**src/rtl/skf_pkg.sv**
```systemverilog
// ----------------------------------------------------------------------------
// skf_pkg
// Shared widths, register indexes and saturation helpers for the scalar
// Kalman filter.
// ----------------------------------------------------------------------------
package skf_pkg;

    localparam int SKF_DW  = 32;   // Q16.16 data word
    localparam int SKF_UW  = 31;   // non-negative register word
    localparam int SKF_IW  = 3;    // configuration index width

    // Configuration register indexes
    localparam logic [SKF_IW-1:0] REG_A  = 3'd0;
    localparam logic [SKF_IW-1:0] REG_C  = 3'd1;
    localparam logic [SKF_IW-1:0] REG_R  = 3'd2;
    localparam logic [SKF_IW-1:0] REG_Q  = 3'd3;
    localparam logic [SKF_IW-1:0] REG_X0 = 3'd4;
    localparam logic [SKF_IW-1:0] REG_P0 = 3'd5;

    // Q16.16 one and saturation limits
    localparam logic signed [SKF_DW-1:0] Q_ONE   = 32'sd65536;
    localparam logic signed [SKF_DW-1:0] SAT_MAX = 32'sh7FFF_FFFF;
    localparam logic signed [SKF_DW-1:0] SAT_MIN = 32'sh8000_0000;

    typedef logic signed [SKF_DW-1:0] t_q;
    typedef logic        [SKF_UW-1:0] t_uq;

    // Saturate a 48-bit product (already shifted by 16) to 32 bits
    function automatic t_q f_sat48(input logic signed [47:0] v);
        t_q res;
        if (v > 48'sh0000_7FFF_FFFF) begin
            res = SAT_MAX;
        end else if (v < -48'sh0000_8000_0000) begin
            res = SAT_MIN;
        end else begin
            res = v[SKF_DW-1:0];
        end
        return res;
    endfunction

    // Saturate a 33-bit sum to 32 bits
    function automatic t_q f_sat33(input logic signed [SKF_DW:0] v);
        t_q res;
        if (v[SKF_DW] != v[SKF_DW-1]) begin
            res = v[SKF_DW] ? SAT_MIN : SAT_MAX;
        end else begin
            res = v[SKF_DW-1:0];
        end
        return res;
    endfunction

endpackage

```
**src/rtl/skf_meas_if.sv**
```systemverilog
// ----------------------------------------------------------------------------
// skf_meas_if
// Measurement channel: valid/ready handshake with one Q16.16 sample and a
// block-end flag.
// ----------------------------------------------------------------------------
interface skf_meas_if;
    import skf_pkg::*;

    logic                     valid;
    logic                     ready;
    logic signed [SKF_DW-1:0] measurement;
    logic                     last_sample;

    modport source (output valid, output measurement, output last_sample, input ready);
    modport sink   (input valid, input measurement, input last_sample, output ready);

endinterface

```
**src/rtl/skf_est_if.sv**
```systemverilog
// ----------------------------------------------------------------------------
// skf_est_if
// Estimate channel: valid/ready handshake with one filtered Q16.16 value and
// the block-end flag of its sample.
// ----------------------------------------------------------------------------
interface skf_est_if;
    import skf_pkg::*;

    logic                     valid;
    logic                     ready;
    logic signed [SKF_DW-1:0] filtered_value;
    logic                     last_out;

    modport source (output valid, output filtered_value, output last_out, input ready);
    modport sink   (input valid, input filtered_value, input last_out, output ready);

endinterface

```
**src/rtl/scalar_kalman_filter.sv**
```systemverilog
// ----------------------------------------------------------------------------
// scalar_kalman_filter
// One-dimensional Kalman filter on signed Q16.16 samples, built around one
// shared 32x32 multiplier and an iterative divider under a small sequencer.
// ----------------------------------------------------------------------------
//  channel   dir  handshake          payload
//  i_meas    in   valid/ready        measurement[31:0], last_sample
//  o_est     out  valid/ready        filtered_value[31:0], last_out
//  i_cfg_*   in   write enable only  i_cfg_idx[2:0], i_cfg_data[31:0]
//
//  An item runs ten products on the shared multiplier, each in a multiply and
//  a write-back state, and waits on the radix-4 gain divider after the
//  numerator product (skipped when the innovation covariance is not positive,
//  cut short when the gain saturates at once); the done state then loads the
//  output register. i_meas.ready is high only while the sequencer is idle, so
//  a new sample is taken only once the previous one has left the done state.
//  One finished estimate may wait in the output register while the next
//  sample runs; a second one holds the sequencer in its done state.
//  Reset is synchronous, active low, and leaves a state reload pending.
// ----------------------------------------------------------------------------
module scalar_kalman_filter (
    input  logic                             i_clk,
    input  logic                             i_rst_n,
    skf_meas_if.sink                         i_meas,
    skf_est_if.source                        o_est,
    input  logic                             i_cfg_we,
    input  logic        [skf_pkg::SKF_IW-1:0] i_cfg_idx,
    input  logic        [skf_pkg::SKF_DW-1:0] i_cfg_data
);
    import skf_pkg::*;

    // Sequencer states
    localparam logic [2:0] ST_IDLE = 3'd0;
    localparam logic [2:0] ST_MUL  = 3'd1;
    localparam logic [2:0] ST_WB   = 3'd2;
    localparam logic [2:0] ST_DIV  = 3'd3;
    localparam logic [2:0] ST_DONE = 3'd4;

    // Multiplier operations, in issue order
    localparam logic [3:0] OP_XP  = 4'd0;  // A*x
    localparam logic [3:0] OP_AP  = 4'd1;  // A*P
    localparam logic [3:0] OP_APA = 4'd2;  // (A*P)*A + Q
    localparam logic [3:0] OP_CX  = 4'd3;  // z - C*xp
    localparam logic [3:0] OP_CP  = 4'd4;  // C*pp
    localparam logic [3:0] OP_CPC = 4'd5;  // (C*pp)*C + R
    localparam logic [3:0] OP_NUM = 4'd6;  // pp*C, feeds the divider
    localparam logic [3:0] OP_KY  = 4'd7;  // xp + K*y
    localparam logic [3:0] OP_KC  = 4'd8;  // 1 - K*C
    localparam logic [3:0] OP_PN  = 4'd9;  // (1 - K*C)*pp

    // Configuration registers
    t_q  r_a, r_c, r_x0;
    t_uq r_r, r_q, r_p0;

    // Filter state and intermediates
    t_q  r_x;
    t_uq r_p;
    logic r_start;
    t_q  r_z;
    logic r_last;
    t_q  r_xp, r_pp, r_y, r_s, r_k, r_t;
    logic signed [2*SKF_DW-1:0] r_prod;

    // Sequencer
    logic [2:0] r_state, n_state;
    logic [3:0] r_op;

    // Output register
    logic r_ov_valid;
    t_q   r_ov_value;
    logic r_ov_last;

    t_q   w_opa, w_opb;
    t_q   w_m;
    logic w_s_pos;
    logic w_accept;
    logic w_out_free;
    logic w_div_start;
    logic w_div_done;
    t_q   w_div_quo;

    assign w_accept   = i_meas.valid && i_meas.ready;
    assign w_out_free = !r_ov_valid || o_est.ready;
    assign w_s_pos    = !r_s[SKF_DW-1] && (r_s != '0);
    assign w_m        = f_sat48(r_prod[2*SKF_DW-1:16]);

    // Select operands for the shared multiplier
    always_comb begin
        case (r_op)
            OP_XP:   begin w_opa = r_a;  w_opb = r_x;          end
            OP_AP:   begin w_opa = r_a;  w_opb = {1'b0, r_p};  end
            OP_APA:  begin w_opa = r_t;  w_opb = r_a;          end
            OP_CX:   begin w_opa = r_c;  w_opb = r_xp;         end
            OP_CP:   begin w_opa = r_c;  w_opb = r_pp;         end
            OP_CPC:  begin w_opa = r_t;  w_opb = r_c;          end
            OP_NUM:  begin w_opa = r_pp; w_opb = r_c;          end
            OP_KY:   begin w_opa = r_k;  w_opb = r_y;          end
            OP_KC:   begin w_opa = r_k;  w_opb = r_c;          end
            OP_PN:   begin w_opa = r_t;  w_opb = r_pp;         end
            default: begin w_opa = '0;   w_opb = '0;           end
        endcase
    end

    // Next sequencer state
    always_comb begin
        n_state = r_state;
        case (r_state)
            ST_IDLE: begin
                if (w_accept) n_state = ST_MUL;
            end
            ST_MUL: begin
                n_state = ST_WB;
            end
            ST_WB: begin
                if (r_op == OP_NUM) begin
                    n_state = w_s_pos ? ST_DIV : ST_MUL;
                end else if (r_op == OP_PN) begin
                    n_state = ST_DONE;
                end else begin
                    n_state = ST_MUL;
                end
            end
            ST_DIV: begin
                if (w_div_done) n_state = ST_MUL;
            end
            ST_DONE: begin
                if (w_out_free) n_state = ST_IDLE;
            end
            default: n_state = ST_IDLE;
        endcase
    end

    // Start the gain division after the numerator product is ready
    assign w_div_start = (r_state == ST_WB) && (r_op == OP_NUM) && w_s_pos;

    skf_div u_div (
        .i_clk   (i_clk),
        .i_rst_n (i_rst_n),
        .i_start (w_div_start),
        .i_num   (w_m),
        .i_den   (r_s[SKF_UW-1:0]),
        .o_done  (w_div_done),
        .o_quo   (w_div_quo)
    );

    // Configuration writes; out-of-range indexes drop
    always_ff @(posedge i_clk) begin
        if (!i_rst_n) begin
            r_a  <= Q_ONE;
            r_c  <= Q_ONE;
            r_r  <= 31'd26214;
            r_q  <= 31'd655;
            r_x0 <= '0;
            r_p0 <= 31'd65536;
        end else if (i_cfg_we) begin
            case (i_cfg_idx)
                REG_A:   r_a  <= i_cfg_data;
                REG_C:   r_c  <= i_cfg_data;
                REG_R:   r_r  <= i_cfg_data[SKF_UW-1:0];
                REG_Q:   r_q  <= i_cfg_data[SKF_UW-1:0];
                REG_X0:  r_x0 <= i_cfg_data;
                REG_P0:  r_p0 <= i_cfg_data[SKF_UW-1:0];
                default: ;
            endcase
        end
    end

    // Sequencer and control
    always_ff @(posedge i_clk) begin
        if (!i_rst_n) begin
            r_state    <= ST_IDLE;
            r_op       <= OP_XP;
            r_start    <= 1'b1;
            r_ov_valid <= 1'b0;
        end else begin
            r_state <= n_state;
            // Load the output register when the item finishes, drop it once taken
            if (r_state == ST_DONE && w_out_free) begin
                r_ov_valid <= 1'b1;
            end else if (o_est.ready) begin
                r_ov_valid <= 1'b0;
            end
            case (r_state)
                ST_IDLE: begin
                    if (w_accept) begin
                        r_op    <= OP_XP;
                        r_start <= i_meas.last_sample;
                    end
                end
                ST_WB: begin
                    r_op <= r_op + 4'd1;
                end
                default: ;
            endcase
        end
    end

    // Datapath: reload, product register and write-back
    always_ff @(posedge i_clk) begin
        if (w_accept) begin
            r_z    <= i_meas.measurement;
            r_last <= i_meas.last_sample;
            if (r_start) begin
                r_x <= r_x0;
                r_p <= r_p0;
            end
        end
        if (r_state == ST_MUL) begin
            r_prod <= w_opa * w_opb;
        end
        if (r_state == ST_WB) begin
            case (r_op)
                OP_XP:  r_xp <= w_m;
                OP_AP:  r_t  <= w_m;
                OP_APA: r_pp <= f_sat33({w_m[SKF_DW-1], w_m} + {2'b00, r_q});
                OP_CX:  r_y  <= f_sat33({r_z[SKF_DW-1], r_z} - {w_m[SKF_DW-1], w_m});
                OP_CP:  r_t  <= w_m;
                OP_CPC: r_s  <= f_sat33({w_m[SKF_DW-1], w_m} + {2'b00, r_r});
                OP_NUM: begin
                    // non-positive innovation covariance gives zero gain
                    if (!w_s_pos) r_k <= '0;
                end
                OP_KY:  r_x  <= f_sat33({r_xp[SKF_DW-1], r_xp} + {w_m[SKF_DW-1], w_m});
                OP_KC:  r_t  <= f_sat33({Q_ONE[SKF_DW-1], Q_ONE} - {w_m[SKF_DW-1], w_m});
                OP_PN:  r_p  <= w_m[SKF_DW-1] ? '0 : w_m[SKF_UW-1:0];
                default: ;
            endcase
        end
        if (w_div_done) begin
            r_k <= w_div_quo;
        end
        if (r_state == ST_DONE && w_out_free) begin
            r_ov_value <= r_x;
            r_ov_last  <= r_last;
        end
    end

    assign i_meas.ready         = (r_state == ST_IDLE);
    assign o_est.valid          = r_ov_valid;
    assign o_est.filtered_value = r_ov_value;
    assign o_est.last_out       = r_ov_last;

    a_out_from_done : assert property (@(posedge i_clk) disable iff (!i_rst_n)
        $rose(r_ov_valid) |-> $past(r_state == ST_DONE))
        else $error("output loaded outside the done state");

    a_div_in_div : assert property (@(posedge i_clk) disable iff (!i_rst_n)
        w_div_done |-> (r_state == ST_DIV))
        else $error("divider finished while sequencer not waiting");

    a_pn_to_done : assert property (@(posedge i_clk) disable iff (!i_rst_n)
        (r_state == ST_WB && r_op == OP_PN) |=> (r_state == ST_DONE))
        else $error("covariance update did not finish the item");

endmodule

```
**src/rtl/skf_div.sv**
```systemverilog
// ----------------------------------------------------------------------------
// skf_div
// Iterative radix-4 divider for the Kalman gain: (num * 2^16) / den,
// truncated toward zero and saturated to signed 32 bits. den must be > 0.
// ----------------------------------------------------------------------------
module skf_div (
    input  logic                             i_clk,
    input  logic                             i_rst_n,
    input  logic                             i_start,
    input  logic signed [skf_pkg::SKF_DW-1:0] i_num,
    input  logic        [skf_pkg::SKF_UW-1:0] i_den,
    output logic                             o_done,
    output logic signed [skf_pkg::SKF_DW-1:0] o_quo
);
    import skf_pkg::*;

    logic              r_busy;
    logic [3:0]        r_cnt;
    logic              r_neg;
    logic [SKF_UW-1:0] r_den;
    logic [SKF_UW-1:0] r_rem;
    logic [SKF_DW-1:0] r_dvd;
    logic              r_done;
    t_q                r_quo;

    logic [SKF_DW-1:0] w_mag;
    logic              w_ovf;
    logic [SKF_DW-1:0] w_t1;
    logic [SKF_DW-1:0] w_t2;
    logic              w_ge1;
    logic              w_ge2;
    logic [SKF_UW-1:0] w_r1;
    logic [SKF_UW-1:0] w_r2;
    logic [SKF_DW-1:0] n_dvd;

    // Magnitude of the numerator and early overflow check
    assign w_mag = i_num[SKF_DW-1] ? (~i_num + 32'd1) : i_num;
    assign w_ovf = {14'd0, w_mag[SKF_DW-1:15]} >= i_den;

    // Two restoring steps per cycle; quotient bits shift in behind the dividend
    always_comb begin
        w_t1  = {r_rem, r_dvd[SKF_DW-1]};
        w_ge1 = w_t1 >= {1'b0, r_den};
        w_r1  = w_ge1 ? 31'(w_t1 - {1'b0, r_den}) : w_t1[SKF_UW-1:0];
        w_t2  = {w_r1, r_dvd[SKF_DW-2]};
        w_ge2 = w_t2 >= {1'b0, r_den};
        w_r2  = w_ge2 ? 31'(w_t2 - {1'b0, r_den}) : w_t2[SKF_UW-1:0];
        n_dvd = {r_dvd[SKF_DW-3:0], w_ge1, w_ge2};
    end

    // Control and datapath
    always_ff @(posedge i_clk) begin
        if (!i_rst_n) begin
            r_busy <= 1'b0;
            r_done <= 1'b0;
            r_cnt  <= '0;
        end else begin
            r_done <= 1'b0;
            if (i_start) begin
                r_neg <= i_num[SKF_DW-1];
                r_den <= i_den;
                r_cnt <= '0;
                if (w_ovf) begin
                    // quotient cannot fit: saturate at once
                    r_done <= 1'b1;
                    r_quo  <= i_num[SKF_DW-1] ? SAT_MIN : SAT_MAX;
                end else begin
                    r_busy <= 1'b1;
                    r_rem  <= {15'd0, w_mag[SKF_DW-1:16]};
                    r_dvd  <= {w_mag[15:0], 16'd0};
                end
            end else if (r_busy) begin
                r_rem <= w_r2;
                r_dvd <= n_dvd;
                r_cnt <= r_cnt + 4'd1;
                if (r_cnt == 4'd15) begin
                    r_busy <= 1'b0;
                    r_done <= 1'b1;
                    r_quo  <= r_neg ? t_q'(~n_dvd + 32'd1) : t_q'(n_dvd);
                end
            end
        end
    end

    assign o_done = r_done;
    assign o_quo  = r_quo;

    a_start_idle : assert property (@(posedge i_clk) disable iff (!i_rst_n)
        i_start |-> !r_busy) else $error("divider started while busy");

    a_done_pulse : assert property (@(posedge i_clk) disable iff (!i_rst_n)
        r_done |=> !r_done) else $error("divider done held longer than one cycle");

    a_last_step : assert property (@(posedge i_clk) disable iff (!i_rst_n)
        (r_busy && r_cnt == 4'd15 && !i_start) |=> r_done)
        else $error("divider missed completion");

endmodule
```
**src/flat_wrapper.sv**
```systemverilog
// flat-port wrapper written by rule: the top's interface ports become plain ports
module scalar_kalman_filter_flat import skf_pkg::*;
  (i_clk, i_rst_n, i_cfg_we, i_cfg_idx, i_cfg_data, i_meas_valid, i_meas_measurement, i_meas_last_sample, i_meas_ready, o_est_valid, o_est_filtered_value, o_est_last_out, o_est_ready);
  skf_meas_if i_meas_i ();
  skf_est_if o_est_i ();
  input  logic i_clk;
  input  logic i_rst_n;
  input  logic i_cfg_we;
  input  logic        [skf_pkg::SKF_IW-1:0] i_cfg_idx;
  input  logic        [skf_pkg::SKF_DW-1:0] i_cfg_data;
  input wire logic [$bits(i_meas_i.valid)-1:0] i_meas_valid;
  input wire logic [$bits(i_meas_i.measurement)-1:0] i_meas_measurement;
  input wire logic [$bits(i_meas_i.last_sample)-1:0] i_meas_last_sample;
  output wire logic [$bits(i_meas_i.ready)-1:0] i_meas_ready;
  output wire logic [$bits(o_est_i.valid)-1:0] o_est_valid;
  output wire logic [$bits(o_est_i.filtered_value)-1:0] o_est_filtered_value;
  output wire logic [$bits(o_est_i.last_out)-1:0] o_est_last_out;
  input wire logic [$bits(o_est_i.ready)-1:0] o_est_ready;
  assign i_meas_i.valid = i_meas_valid;
  assign i_meas_i.measurement = i_meas_measurement;
  assign i_meas_i.last_sample = i_meas_last_sample;
  assign i_meas_ready = i_meas_i.ready;
  assign o_est_valid = o_est_i.valid;
  assign o_est_filtered_value = o_est_i.filtered_value;
  assign o_est_last_out = o_est_i.last_out;
  assign o_est_i.ready = o_est_ready;
  scalar_kalman_filter u_core (.i_clk(i_clk), .i_rst_n(i_rst_n), .i_meas(i_meas_i), .o_est(o_est_i), .i_cfg_we(i_cfg_we), .i_cfg_idx(i_cfg_idx), .i_cfg_data(i_cfg_data));
endmodule
```
**config.mk**
```make
export PLATFORM = sky130hd
export DESIGN_NAME = scalar_kalman_filter_flat
export DESIGN_NICKNAME = d
export VERILOG_FILES = /design/src/rtl/skf_pkg.sv /design/src/rtl/skf_meas_if.sv /design/src/rtl/skf_est_if.sv /design/src/rtl/scalar_kalman_filter.sv /design/src/rtl/skf_div.sv /design/src/flat_wrapper.sv
export SDC_FILE = /design/constraint.sdc
export NUM_CORES = 2
export LEC_CHECK = 0
export BUFFER_PORTS_ARGS = -buffer_cell sky130_fd_sc_hd__buf_2
export CAP_MARGIN = 5
export CORE_MARGIN = 1.5
export CORE_UTILIZATION = 40
export DETAILED_ROUTE_END_ITERATION = 7
export HOLD_SLACK_MARGIN = 0.1
export PLACE_DENSITY = 0.55
export SYNTH_ARGS = -nofsm -noshare
export SYNTH_HDL_FRONTEND = slang
export SYNTH_SLANG_ARGS = --single-unit
```
**constraint.sdc**
```tcl
create_clock -name i_clk -period 12 [get_ports i_clk]
set_input_delay 1.8 -clock i_clk [delete_from_list [all_inputs] [get_ports i_clk]]
set_output_delay 1.8 -clock i_clk [all_outputs]
set_load 0.01 [all_outputs]
```
* Yosys cells after proc, flatten, opt, wreduce, memory -nomap -nowiden *
Index checks and enable logic that the tools add are counted.

word-level totals
  word-level logic and storage cells = 188
  flip-flop bits (word level) = 716
  output and inout port bits = 35

cells by class
  bitwise gates (word level) = 3
  $add $sub $neg = 11
  multiplexer cells = 62
  multipliers = 1
  $lt $le $gt $ge = 5
  equal/unequal tests = 30
  reductions and logical operators = 45

operator list
  cell                                                                               number
  32-bit two-way mux                                                                 30
  31-bit two-way mux                                                                 10
  32-bit one-hot mux with 7 select lines                                             1
  32-bit one-hot mux with 5 select lines                                             1
  32-bit by 32-bit adder with 33-bit output                                          3
  32-bit by 1-bit adder with 32-bit output, second input constant                    2
  32-bit by 31-bit greater-or-equal comparator with 1-bit output                     2
  32-bit by 32-bit multiplier with 64-bit output                                     1
  32-bit NOT                                                                         2
  32-bit one-hot mux with 2 select lines                                             1
  31-bit subtractor                                                                  2
  48-bit by 32-bit greater-than comparator with 1-bit output, second input constant  1
  48-bit by 32-bit less-than comparator with 1-bit output, second input constant     1
  18-bit by 32-bit subtractor with 33-bit output, first input constant               1
  32-bit by 32-bit subtractor with 33-bit output                                     1
  32-bit nonzero test                                                                1
  17-bit by 31-bit greater-or-equal comparator with 1-bit output                     1
  2-bit AND reduction                                                                14
  4-bit by 3-bit == test with 1-bit output, second input constant                    4
  3-bit two-way mux                                                                  5
  3-bit one-hot mux with 5 select lines                                              1
  2-bit nonzero test                                                                 7
  3-bit by 2-bit == test with 1-bit output, second input constant                    4
  4-bit == test, second input constant                                               3
  22 further kinds                                                                   58

* Longest topological paths before layout *
  depth after elaboration = 9
  mapped depth = 39
  gate-level depth less buffers = 33

* Modules after synthesis *
A second synthesis with hierarchy kept.

second synthesis, totals
  cells, all modules = 8316
  area total of the unflattened synthesis = 76198.1 um^2

modules (own cells, without submodules)
  module                times used  sequential area each (um^2)  cells an instance  area each (um^2)
  scalar_kalman_filter  1           14413.8                      7180               65749.3
  skf_div               1           3933.8                       1136               10448.8

* Worst setup path before layout *
Ideal clock, no wire load.

  path kind = register to register
  from = register u_core.r_op[2]
  to = register u_core.r_prod[63], data pin
  cell stages (with the launch flop) = 37
  arrival = 9.246 ns
  slack = 2.491 ns
  required time = 11.736 ns
  setup time = 0.264 ns
  clock period less this slack = 9.509 ns
  buffers on the path = 6
  cells stage by stage = dfxtp_1 > clkbuf_1 > buf_2 > inv_1 > nor2_1 > and2_1 > clkbuf_1 > buf_1 > a222oi_1 > nand4_1 > clkbuf_1 > nand2_1 > inv_1 > fa_1 > fa_1 > fa_1 > fa_1 > inv_1 > fa_1 > inv_1 > fa_1 > inv_1 > fa_1 > inv_1 > fa_1 > ha_1 > clkbuf_1 > a21o_1 > a21oi_1 > o21bai_1 > a21o_1 > a21o_1 > a21o_1 > a21o_1 > and2_1 > a211oi_1 > xnor2_1

on the way
  longest elaborated chain between the ends = 4
  elaborated cells on any way between the ends = 19
  those cells by class = 1 x mul; 9 x eq/ne; 2 x mux; 7 x reduce/logical

RTL lines
  item                                                                                                     RTL line                     RTL
  start: declaration                                                                                       scalar_kalman_filter.sv:66   logic [3:0] r_op;
  start signal: assignment                                                                                 scalar_kalman_filter.sv:191  r_op <= r_op + 4'd1;
  4-bit by 3-bit == test with 1-bit output, or another cell as far along                                   scalar_kalman_filter.sv:89   case (r_op)
  3-bit OR reduction (no source line) / 2-bit OR reduction (equally long branches)                         --
  32-bit one-hot mux with 7 select lines / 32-bit one-hot mux with 5 select lines (equally long branches)  scalar_kalman_filter.sv:89
  32-bit by 32-bit multiplier with 64-bit output (*)                                                       scalar_kalman_filter.sv:209  r_prod <= w_opa * w_opb;
  end signal: assignment                                                                                   scalar_kalman_filter.sv:209
  end: declaration                                                                                         scalar_kalman_filter.sv:62   logic signed [2*SKF_DW-1:0] r_prod;

Every way passes the cells marked *; elsewhere a longest branch is shown, timed or not.
A chain may end at the register's enable or synchronous reset.

* Worst setup path in the final report *
  from = register u_core.r_op[2]
  to = register u_core.r_prod[60], data pin

Same word-level chain as after synthesis.

==> impl_metrics.env <==
export IMPL_ios=108
export IMPL_synthCells=8301
export IMPL_syn_area_per_cell_um2=9.07
export IMPL_drt_initial_drc_count=6644
export IMPL_ctsResizeCount=0
export IMPL_yosysSeqAreaShare=0.244
export IMPL_place_congestion=1.05
export IMPL_timing_setup_tns_ns=0
export IMPL_viasPerCell=5.77
export IMPL_drv_cap=0
export IMPL_nets=9845
export IMPL_finalHoldViolCount=0
export IMPL_synth_edf_count=433
export IMPL_routed_wl_um=317000
export IMPL_coreArea_um2=187000
export IMPL_vias=62678
export IMPL_run_status="finished with violations"
export IMPL_rsz0062_at_grt="no"
export IMPL_wl_per_cell_um=29.2
export IMPL_grt_pass1_wl_um=454000
export IMPL_power_density_nw_per_um2=89.1
export IMPL_finalPower_mw=7.31
export IMPL_critPathSlowestCell="nand3_1"
export IMPL_slew_viol_final=3
export IMPL_postCtsSetupBuffers=0
export IMPL_start_kind="flip-flop"
export IMPL_cellLeakagePower_nw=36.2
export IMPL_syn_area_um2=75300
export IMPL_fp_dieH_um=437
export IMPL_drt_antenna_violating_nets=0
export IMPL_endpoint_kind="flip-flop"
export IMPL_dp_hpwl_um=256000
export IMPL_cp_common_cell="fa_1"
export IMPL_antenna_found_initial=10
export IMPL_htree_levels=3
export IMPL_setup_violations=0
export IMPL_violations="DRC, slew limit"
export IMPL_finClkSkew_ns=0.0406
export IMPL_worstPathArrival_ns=11.81
export IMPL_finalCoreUtilization=0.438
export IMPL_syn_nets=9853
export IMPL_drcViolationCount=1
export IMPL_die_w_um=437
export IMPL_synth_seq_cells=700
export IMPL_grt_max_degree=76
export IMPL_clockBufferDepth=3
export IMPL_clk_latency_ns=0.72
export IMPL_cpPeakStageDelay_ns=1.08
export IMPL_mostFrequentLayoutCells="nand2_1 (1220), inv_1 (1220), fa_1 (1087)"
export IMPL_area_growth_syn_to_layout_pct=8.96
export IMPL_r2r_start="u_core.r_op[2]"
export IMPL_grt_pass1_vias=62873
export IMPL_crit_path_start="u_core.r_op[2]"
export IMPL_crit_fanout=19
export IMPL_worst_pin_slew_ns=1.71
export IMPL_cts_buffers=76
export IMPL_worst_path_buf_inv=5
export IMPL_ys_warn_count=0
export IMPL_holdBufCountCts=0
export IMPL_final_cell_count_no_fill=10859
export IMPL_cts_tree="built"
export IMPL_max_clock_freq_mhz=87.9
export IMPL_die_area_um2=191000
export IMPL_critPathTopFamily="adder cells"
export IMPL_detailedRoute_firstPassIterationCount=8
export IMPL_grt_overflow=0
export IMPL_ir_worst_vdd_mv=0.142
export IMPL_floorplan_initialDensity=0.402
export IMPL_post_route_period_util=0.948
export IMPL_synthFlopType="edfxtp_1"
export IMPL_path_clk_slew_ns=0.07
export IMPL_timing_hold_ws_ns=0.441
export IMPL_port_buffers=107
export IMPL_min_delay_start="u_core.r_last"
export IMPL_synth_cell_types=90
export IMPL_fp_row_count=159
export IMPL_layout_min_cycle_time_ns=11.38
export IMPL_async_flop_share=0
export IMPL_cts_sinks=700
export IMPL_cts_root_buffer="clkbuf_16"
export IMPL_relSlewSlack=-0.142
export IMPL_critPathRequiredTime_ns=12.43
export IMPL_gr_usage_all_layers=0.331
export IMPL_path_class="flip-flop to flip-flop"
export IMPL_drive_gt1_frac=0.0664
export IMPL_place_inst=10710
export IMPL_hp_class="flip-flop to flip-flop"
-- synthesized netlist by cell type, drive strengths merged (63+ instances only) --
cell type  number  area [um^2]
nand2        1223         4590
inv          1222         4590
fa           1087        21800
nor2          681         2560
a21oi         544         2730
edfxtp        433        13000
clkbuf        394         1480
ha            392         4900
o21ai         307         1540
dfxtp         267         5350
xnor2         166         1450
a21o          156         1170
nand3         143          716
and2          111          694
xor2           95          832
mux2i          85          851
a22oi          74          556
and3           74          463
a31oi          72          450
nor3           67          335
nand4          63          394
-- cell families (layout without fill, tap and decap cells) --
logic type	Yosys count	count (layout)	share of synthesized area
simple gates	2561	2561	0.148
buf+inv	1657	1713	0.0830
compound gates	1551	1551	0.129
fa+ha+maj	1485	1485	0.355
flops	700	700	0.244
xor+xnor	261	261	0.0303
mux	86	86	0.0114
other cells	0	7	0
-- stage by stage --
step | setup WS (ns) | instance area [um^2]
finish | 0.620 | 82100
global route | 0.184 | 82100
CTS | 0.816 | 82100
detailed placement | 0.901 | 79400
global placement | 0.775 | 79400
floorplan | 2.49 | 75300
-- state kept, by name, summed over array words and instances, names as in the netlist, 32 cells and up --
signal and cells:
u_core.u_div.r_dvd 32, u_core.r_pp 32, u_core.r_k 32, u_core.r_z 32, u_core.r_x 32, u_core.o_est.filtered_value 32
u_core.r_s 32, u_core.r_t 32, u_core.r_xp 32, u_core.r_a 32, u_core.u_div.o_quo 32, u_core.r_prod 48
u_core.r_y 32, u_core.r_x0 32, u_core.r_c 32
-- layer usage --
| metal | wire length (um) | track usage | vias up |
|---|---|---|---|
| met1 | 128000 | 0.435 | 31954 |
| li1 | - | - | 27158 |
| met3 | 26600 | 0.0595 | 600 |
| met5 | 46 | 0 | - |
| met4 | 18300 | 0.162 | 6 |
| met2 | 144000 | 0.527 | 2960 |
-- cell type report --
class | count | area [um^2]
Multi-Input combinational cell | 5944 | 51000
Antenna cell | 7 | 17.5
Clock buffer | 91 | 2050
Tap cell | 2495 | 3120
Clock inverter | 51 | 599
Inverter | 1222 | 4590
Fill cell | 18509 | 105000
Timing Repair Buffer | 349 | 2380
Sequential cell | 700 | 18300
-- worst paths after layout --
| path | endpoint | slack [ns] | cells past startpoint |
|---|---|---|---|
| max | u_core.r_prod[60] | 0.62 | 30 |
| min | u_core.o_est.last_out | 0.44 | 0 |
| max reg2reg | u_core.r_prod[60] | 0.62 | 30 |
| min reg2reg | u_core.o_est.last_out | 0.44 | 0 |
-- power by group --
| group | switching (mW) | internal (mW) |
|---|---|---|
| clock network | 1.12 | 1.44 |
| logic | 1.35 | 0.633 |
| registers | 0.0945 | 2.67 |
| total | 2.57 | 4.75 |
No activity file was read; power rests on OpenSTA's default activity.
